==> src/design/assert_macros.svh <==
`ifndef ASSERT_MACROS_SVH
`define ASSERT_MACROS_SVH

// Check a condition at every clock edge outside reset.
`define USV_ASSERT(lbl, cond) \
  lbl: assert property (@(posedge clk) disable iff (!rst_n) (cond)) \
    else $error("assertion failed");

// Check that a condition on one edge implies another on the next edge.
`define USV_ASSERT_NEXT(lbl, ante, cons) \
  lbl: assert property (@(posedge clk) disable iff (!rst_n) (ante) |=> (cons)) \
    else $error("assertion failed");

`endif

==> src/design/usv_pkg.sv <==
package usv_pkg;

  localparam logic [7:0] LEAD_BIT      = 8'h80;
  localparam logic [7:0] CONT_MASK     = 8'hC0;
  localparam logic [7:0] CONT_PATTERN  = 8'h80;
  localparam logic [7:0] LEAD2_MASK    = 8'hE0;
  localparam logic [7:0] LEAD2_PATTERN = 8'hC0;
  localparam logic [7:0] LEAD3_MASK    = 8'hF0;
  localparam logic [7:0] LEAD3_PATTERN = 8'hE0;

  localparam logic [1:0] PEND_NONE = 2'd0;
  localparam logic [1:0] PEND_ONE  = 2'd1;
  localparam logic [1:0] PEND_TWO  = 2'd2;

  // Decoder state carried from one byte to the next.
  typedef struct packed {
    logic [1:0] pend;
    logic       err;
  } dec_state_t;

endpackage

==> src/design/usv_step.sv <==
module usv_step (
  input  logic [7:0]            text_byte,
  input  usv_pkg::dec_state_t   cur,
  output usv_pkg::dec_state_t   nxt,
  output logic                  ok
);

  logic is_cont;
  logic is_ascii;
  logic is_lead2;
  logic is_lead3;

  assign is_cont  = (text_byte & usv_pkg::CONT_MASK) == usv_pkg::CONT_PATTERN;
  assign is_ascii = (text_byte & usv_pkg::LEAD_BIT) == 8'h00;
  assign is_lead2 = (text_byte & usv_pkg::LEAD2_MASK) == usv_pkg::LEAD2_PATTERN;
  assign is_lead3 = (text_byte & usv_pkg::LEAD3_MASK) == usv_pkg::LEAD3_PATTERN;

  always_comb begin
    nxt = cur;
    priority if (cur.err) begin
      nxt = cur;
    end else if (cur.pend != usv_pkg::PEND_NONE) begin
      if (is_cont) begin
        nxt.pend = cur.pend - 2'd1;
      end else begin
        nxt.err  = 1'b1;
        nxt.pend = usv_pkg::PEND_NONE;
      end
    end else if (is_ascii) begin
      nxt = cur;
    end else if (is_lead2) begin
      nxt.pend = usv_pkg::PEND_ONE;
    end else if (is_lead3) begin
      nxt.pend = usv_pkg::PEND_TWO;
    end else begin
      // stray continuation or four-byte-or-longer lead
      nxt.err = 1'b1;
    end
  end

  assign ok = !nxt.err && (nxt.pend == usv_pkg::PEND_NONE);

endmodule

==> src/design/utf8_sequence_validator.sv <==
// UTF-8 sequence checker for characters of one to three bytes.
// Input channel: in_valid / in_stall carry one string byte per transaction
// (in_text_byte) plus in_final_byte, which marks the last byte of a string.
// Result channel: out_valid / out_stall carry one transaction per string,
// out_is_valid = 1 when every character was a well-formed 1..3 byte form.
// Non-final bytes produce no result transaction.
// Throughput: one byte per cycle while in_stall is low; the per-byte
// decoder state update is a handful of gates between the state registers
// and the result register. The result of a final byte is registered in the
// output register, or in the skid register while the output is held.
// Stall: an output register plus a one-entry skid register let the block
// keep taking bytes while a result waits; in_stall rises only when both
// hold a result, and in_stall is a register output.
// Reset (rst_n low, synchronous): decoder state returns to no pending
// continuation and no error, and both result slots empty. The decoder also
// returns to that state after every final byte.
module utf8_sequence_validator (
  input  logic       clk,
  input  logic       rst_n,
  input  logic       in_valid,
  output logic       in_stall,
  input  logic [7:0] in_text_byte,
  input  logic       in_final_byte,
  output logic       out_valid,
  input  logic       out_stall,
  output logic       out_is_valid
);

`include "assert_macros.svh"

  usv_pkg::dec_state_t state_r;
  usv_pkg::dec_state_t state_nxt;
  usv_pkg::dec_state_t step_nxt;
  logic                step_ok;

  logic out_valid_r, out_valid_nxt;
  logic out_ok_r, out_ok_nxt;
  logic skid_valid_r, skid_valid_nxt;
  logic skid_ok_r, skid_ok_nxt;

  logic in_take;
  logic res_new;
  logic out_free;

  usv_step u_step (
    .text_byte (in_text_byte),
    .cur       (state_r),
    .nxt       (step_nxt),
    .ok        (step_ok)
  );

  assign in_take  = in_valid && !skid_valid_r;
  assign res_new  = in_take && in_final_byte;
  // output slot can take a new value this cycle
  assign out_free = !out_valid_r || !out_stall;

  always_comb begin
    state_nxt = state_r;
    if (in_take) begin
      if (in_final_byte) begin
        // clear decoder state at string end
        state_nxt.pend = usv_pkg::PEND_NONE;
        state_nxt.err  = 1'b0;
      end else begin
        state_nxt = step_nxt;
      end
    end
  end

  always_comb begin
    out_valid_nxt  = out_valid_r;
    out_ok_nxt     = out_ok_r;
    skid_valid_nxt = skid_valid_r;
    skid_ok_nxt    = skid_ok_r;
    if (out_free) begin
      if (skid_valid_r) begin
        // drain the skid entry first; no new result can arrive meanwhile
        out_valid_nxt  = 1'b1;
        out_ok_nxt     = skid_ok_r;
        skid_valid_nxt = 1'b0;
      end else begin
        out_valid_nxt = res_new;
        out_ok_nxt    = step_ok;
      end
    end else if (res_new) begin
      // output held by the receiver: park the result
      skid_valid_nxt = 1'b1;
      skid_ok_nxt    = step_ok;
    end
  end

  always_ff @(posedge clk) begin
    if (!rst_n) begin
      state_r.pend <= usv_pkg::PEND_NONE;
      state_r.err  <= 1'b0;
      out_valid_r  <= 1'b0;
      skid_valid_r <= 1'b0;
    end else begin
      state_r      <= state_nxt;
      out_valid_r  <= out_valid_nxt;
      skid_valid_r <= skid_valid_nxt;
    end
    out_ok_r  <= out_ok_nxt;
    skid_ok_r <= skid_ok_nxt;
  end

  assign in_stall     = skid_valid_r;
  assign out_valid    = out_valid_r;
  assign out_is_valid = out_ok_r;

  // At most two continuation bytes are ever owed.
  `USV_ASSERT(a_pend_range, state_r.pend != 2'd3)
  // Skid entry only fills behind a waiting output.
  `USV_ASSERT(a_skid_behind_out, !skid_valid_r || out_valid_r)
  // A final byte leaves the decoder clean.
  `USV_ASSERT_NEXT(a_final_clears, in_take && in_final_byte,
                   state_r.pend == usv_pkg::PEND_NONE && !state_r.err)
  // A released output with a parked result moves it up at once.
  `USV_ASSERT_NEXT(a_skid_drain, skid_valid_r && !out_stall,
                   out_valid_r && !skid_valid_r)

endmodule
==> config.mk <==
export PLATFORM = sky130hd
export DESIGN_NAME = utf8_sequence_validator
export DESIGN_NICKNAME = d
export VERILOG_FILES = /design/src/design/usv_pkg.sv /design/src/design/usv_step.sv /design/src/design/utf8_sequence_validator.sv
export VERILOG_INCLUDE_DIRS = /design/src /design/src/design
export SDC_FILE = /design/constraint.sdc
export NUM_CORES = 1
export LEC_CHECK = 0
export BUFFER_PORTS_ARGS = -buffer_cell sky130_fd_sc_hd__buf_2
export CAP_MARGIN = 20
export CORE_AREA = 2 2 39 41
export CTS_BUF_LIST = sky130_fd_sc_hd__clkbuf_8
export DETAILED_ROUTE_END_ITERATION = 7
export DIE_AREA = 0 0 41 43
export GPL_TIMING_DRIVEN = 0
export PLACE_DENSITY = 0.61
export SLEW_MARGIN = 25
export SYNTH_ARGS = -nofsm -noshare
export SYNTH_HDL_FRONTEND = slang
export SYNTH_SLANG_ARGS = --single-unit
==> constraint.sdc <==
create_clock -name clk -period 1.81 [get_ports clk]
set_input_delay 0.2715 -clock clk [delete_from_list [all_inputs] [get_ports clk]]
set_output_delay 0.2715 -clock clk [all_outputs]
set_load 0.02 [all_outputs]
==> Word-level counts from Yosys, hierarchy flattened <==
Index checks and enable logic that the tools add are counted.
{ "word_totals": {"ff_bits": 7, "input_bits": 13} }
{ "op_classes": {"n_mux": 12, "reduce_logical": 13, "addsub": 1, "n_eq_ne": 3, "bitwise_logic": 2} }
{ "op_table": {"columns": ["op", "n"], "rows": [
  ["3-bit two-way mux", 4],
  ["8-bit logical NOT", 1],
  ["2-bit two-way mux", 3],
  ["1-bit two-way mux", 5],
  ["4-bit == test (second input constant)", 1],
  ["1-bit logical NOT", 4],
  ["3-bit == test (second input constant)", 1],
  ["1-bit logical AND", 3],
  ["2-bit == test (second input constant)", 1],
  ["2-bit logical NOT", 1],
  ["1-bit inverter", 2],
  ["2-bit AND reduction", 1],
  ["2-bit nonzero test", 1],
  ["2-bit OR reduction", 1],
  ["2-bit by 1-bit subtractor with 2-bit output (second input constant)", 1],
  ["1-bit logical OR", 1]
]} }

==> Logic depth before layout (Yosys ltp) <==
{ "logic_depth": {"depth_word": 9, "depth_mapped": 6} }

==> By module <==
Synthesis repeated with hierarchy kept, for this count alone.
{ "hier_totals": {"hier_cells": 47, "area_unflattened_um2": 421.7} }
{ "by_module_without_submodules": {"columns": ["mod", "area_per_inst_um2", "cells_each", "n_inst"], "rows": [
  ["utf8_sequence_validator", 274.0, 25, 1],
  ["usv_step", 147.6, 22, 1]
]} }

==> Worst setup path before layout <==
Ideal clock, no wire load.
{ "synth_path": {"path_kind": "register to register", "from": "register state_r[1] (netlist name)", "to": "register out_ok_r (netlist: out_is_valid), data pin", "period_less_slack_ns": 1.665, "n_path_buf": 0, "arrival_ns": 1.401, "slack_ns": 0.145, "stages_incl_launch_ff": 7, "path_cell_list": "dfxtp_1 -> inv_1 -> ha_1 -> or3_1 -> a21oi_1 -> o2bb2a_2 -> o31ai_2"} }
{ "synth_via": {"elab_chain_len": 8, "word_cells_on_any_way": 12} }
{ "synth_rtl": {"columns": ["item", "line", "source"], "rows": [
  ["from (decl)", "utf8_sequence_validator.sv:31", "usv_pkg::dec_state_t state_r;"],
  ["from (signal assigned)", "utf8_sequence_validator.sv:99", "state_r <= state_nxt;"],
  ["branches (longest 4 deep; another with 2-bit by 1-bit subtractor with 2-bit output)", null, null],
  ["3-bit two-way mux (*)", "usv_step.sv:20", "priority if (cur.err) begin"],
  ["2-bit logical NOT", "usv_step.sv:41", "assign ok = !nxt.err && (nxt.pend == usv_pkg::PEND_NONE);"],
  ["1-bit logical AND (*)", "usv_step.sv:41", null],
  ["1-bit two-way mux (*)", "utf8_sequence_validator.sv:76", "if (skid_valid_r) begin"],
  ["to (signal assigned)", "utf8_sequence_validator.sv:103", "out_ok_r <= out_ok_nxt;"],
  ["to (decl)", "utf8_sequence_validator.sv:37", "logic out_ok_r, out_ok_nxt;"]
]} }
Mark *: on every way between the ends.
A chain may end at the register's enable or synchronous reset.

==> Final worst setup path <==
{ "layout_path": {"from": "register state_r[2] (netlist name)", "to": "register out_ok_r (netlist: out_is_valid), data pin"} }
The elaborated chain is that of the path after synthesis.

==> impl_metrics.toml <==
[synthesis]
yosysMostFrequentCell = "nand2_1"
synth_edf_count = 2
ys_async_sr_fraction = 0
synth_top_cell_area_share = 0.215
synth_cell_types = 27
yosysWarnings = 0
syn_nets = 68
synthTopCellsByArea = "dfxtp_1, edfxtp_1, nand2b_1, o21ai_0, nand2_1"
ys_ff_latch = 7
yosys.area.top_type = "dfxtp_1"
ys_seq_area_frac = 0.344
synth_area_um2 = 465
synth_area_per_cell_um2 = 8.62
synth_flop_cell = "dfxtp_1"
syn-instance-count = 54
synthTopCellsByCount = "nand2_1, dfxtp_1, inv_1, o21ai_0"

[clocking]
cts_max_level = 1
cts.path.max_buffers = 2
cts_hold_buf = 0
root_buffer = "clkbuf_8"
cts_made_buffers = 3
clk_latency_ns = 0.22
clk_pin_slew_ns = 0.04
cts_setup_buffers = 0
clock_sinks = 7
tritoncts = "built"

[power_and_ir_drop]
p_leak_nw = 0.251
intPower_w = 0.000351
power_frac_seq = 0.383
irDropWorstVdd_mv = 0.591
p_sw_w = 0.000107
power_frac_clock = 0.455
p_per_area_mw_per_mm2 = 776
p_sw_frac = 0.233
p_comb_frac = 0.161

[sta]
tightest_slew_ns = 0.371
postLayoutSetupSlackWorst_ns = 0.0978
slew_violations = 0
setup_viol = 0
fin_crit_sh = 0.946
slew-limit-headroom = 0.750
grt_setup_unrepaired = "false"
fmax_mhz = 584
fin_skew_ns = 0.00419
hold_viol_final = 0
period_minus_slack_ns = 1.71

[finish]
finalNetCount = 84
n_antenna_cell = 0
finalNonFillerCells = 85
drive_gt1_frac = 0.348
area_growth_pct = 26.6
n_fill_cell = 137

[detailed_routing]
ant_nets = 0
drtIter0Drc = 11
vias = 440
wl_per_cell_um = 11.1
routed_wl_um = 947
vias_per_cell = 5.18
drc_errors = 0
firstDrtPassIters = 4

[global_routing]
grt_use_met3 = 0.0628
grt_pass1_wl_mm = 1.64
grt-busiest-layer = "met2"
grt_max_degree = 9
antenna_found_initial = 0
grt_overflow_total = 0
met1_usage = 0.168
met2_usage = 0.203
gr-usage-all-layers = 0.136
grt_pass1_vias = 395

[floorplanning]
die_x_um = 41
fp.dieH_um = 43
fp.coreArea_mm2 = 0.00138
rows = 14
dieArea_mm2 = 0.00176
io_pins = 16
start_util = 0.336

[placement]
numPlacedInstances = 81
port_buffers = 11
place_hpwl_um = 725
dp_slack_ns = 0.00982
gp_congestion = 0.799

[critical_path]
slowest_delay_ns = 0.39
criticalPathCategory = "register to register"
critPathMaxFanout = 8
cp_cell_sequence = "inv_1, ha_2, or3_1, a21oi_1, o2bb2a_2, o31ai_2"
worst-r2r-setup-slack_ns = 0.1
cp_slowest_cell = "or3_1"
worstPathArrival_ns = 1.68
crit_buf_inv = 1
worstSetupStartpointType = "register"
crit_family = "compound AO/OA/AOI/OAI gates"
end_kind = "register"
crit_required_ns = 1.78

[min_path]
min_path_type = "input pin to register"

[job]
drv_cap = 0

[status]
outcome = "complete, no violations"
path summary, 6_finish.rpt:
check,start,cells past startpoint,to
max,state_r[2]$_SDFFE_PN0P_,6,out_is_valid$_DFFE_PP_
min,rst_n,2,state_r[1]$_SDFFE_PN0P_
max reg2reg,state_r[2]$_SDFFE_PN0P_,6,out_is_valid$_DFFE_PP_
min reg2reg,state_r[2]$_SDFFE_PN0P_,2,state_r[2]$_SDFFE_PN0P_
worst register-to-register path: stages, from the launching register on:
cell and delay [ns]:
dfxtp_1 0.36, inv_1 0.06, ha_2 0.21, or3_1 0.39, a21oi_1 0.17, o2bb2a_2 0.21
o31ai_2 0.07
metal layers:
metal	vias up	wire (um)
met1	200	435
met5	-	0
li1	229	-
met3	0	48
met2	11	463
met4	0	0
power groups by stage:
stage                     Combinational, W  Sequential [W]  Clock [W]
after global placement           0.0000729        0.000178          0
after detailed placement         0.0000735        0.000178          0
after global routing             0.0000832        0.000176   0.000227
final                            0.0000738        0.000175   0.000208
after floorplan                  0.0000408        0.000184          0
after CTS                        0.0000741        0.000175   0.000214
registers in the layout, summed over array words and instances (netlist names):
name          count
in_stall          1
out_is_valid      1
out_valid         1
skid_ok_r         1
state_r           3
cell type report:
cell class | instances | area [um^2] | share of cell area
clock inverters | 1 | 3.75 | 0.00637
clock buffers | 3 | 41.3 | 0.0701
multi-input cells | 42 | 289 | 0.490
inverters | 5 | 18.8 | 0.0318
well taps | 16 | 20.0 | 0.0340
flip-flops and latches | 7 | 161 | 0.274
repair buffers | 11 | 55.1 | 0.0934
logic make-up after synthesis:
logic type | Yosys count | synth area share
AND/OR/NAND/NOR | 21 | 0.269
buffers and inverters | 5 | 0.0403
adder cells (fa/ha/maj) | 1 | 0.0269
flip-flops | 7 | 0.344
AO/OA/AOI/OAI | 20 | 0.320
cell usage in the layout, fill, tap and decap left out, types with 2 or more instances in the layout:
master and count:
buf_2 11, nand2_1 6, inv_1 6, o21ai_0 5
nand2b_1 4, a21oi_1 4, dfxtp_1 4, nor3_1 3
clkbuf_8 3, or3_1 2, edfxtp_1 2
metrics by stage:
stage                     hold slack (ns)  utilization  area (um^2)  total power (W)   TNS, ns
after global placement              0.471        0.391          541         0.000251  -0.00929
after detailed placement            0.481        0.391          541         0.000251         0
after global routing                0.307        0.426          589         0.000486         0
after floorplan                     0.389            -          465         0.000225         0
after CTS                           0.315        0.425          588         0.000464         0
final                               0.312        0.426          589         0.000457         0
what timing repair did:
item | CTS | global route
gates cloned | 0 | 0
pin swaps | 0 | 1
setup endpoints to repair | 1 | 2
resized for setup | 1 | 1
Note: power is estimated with default switching activity, not from simulation.
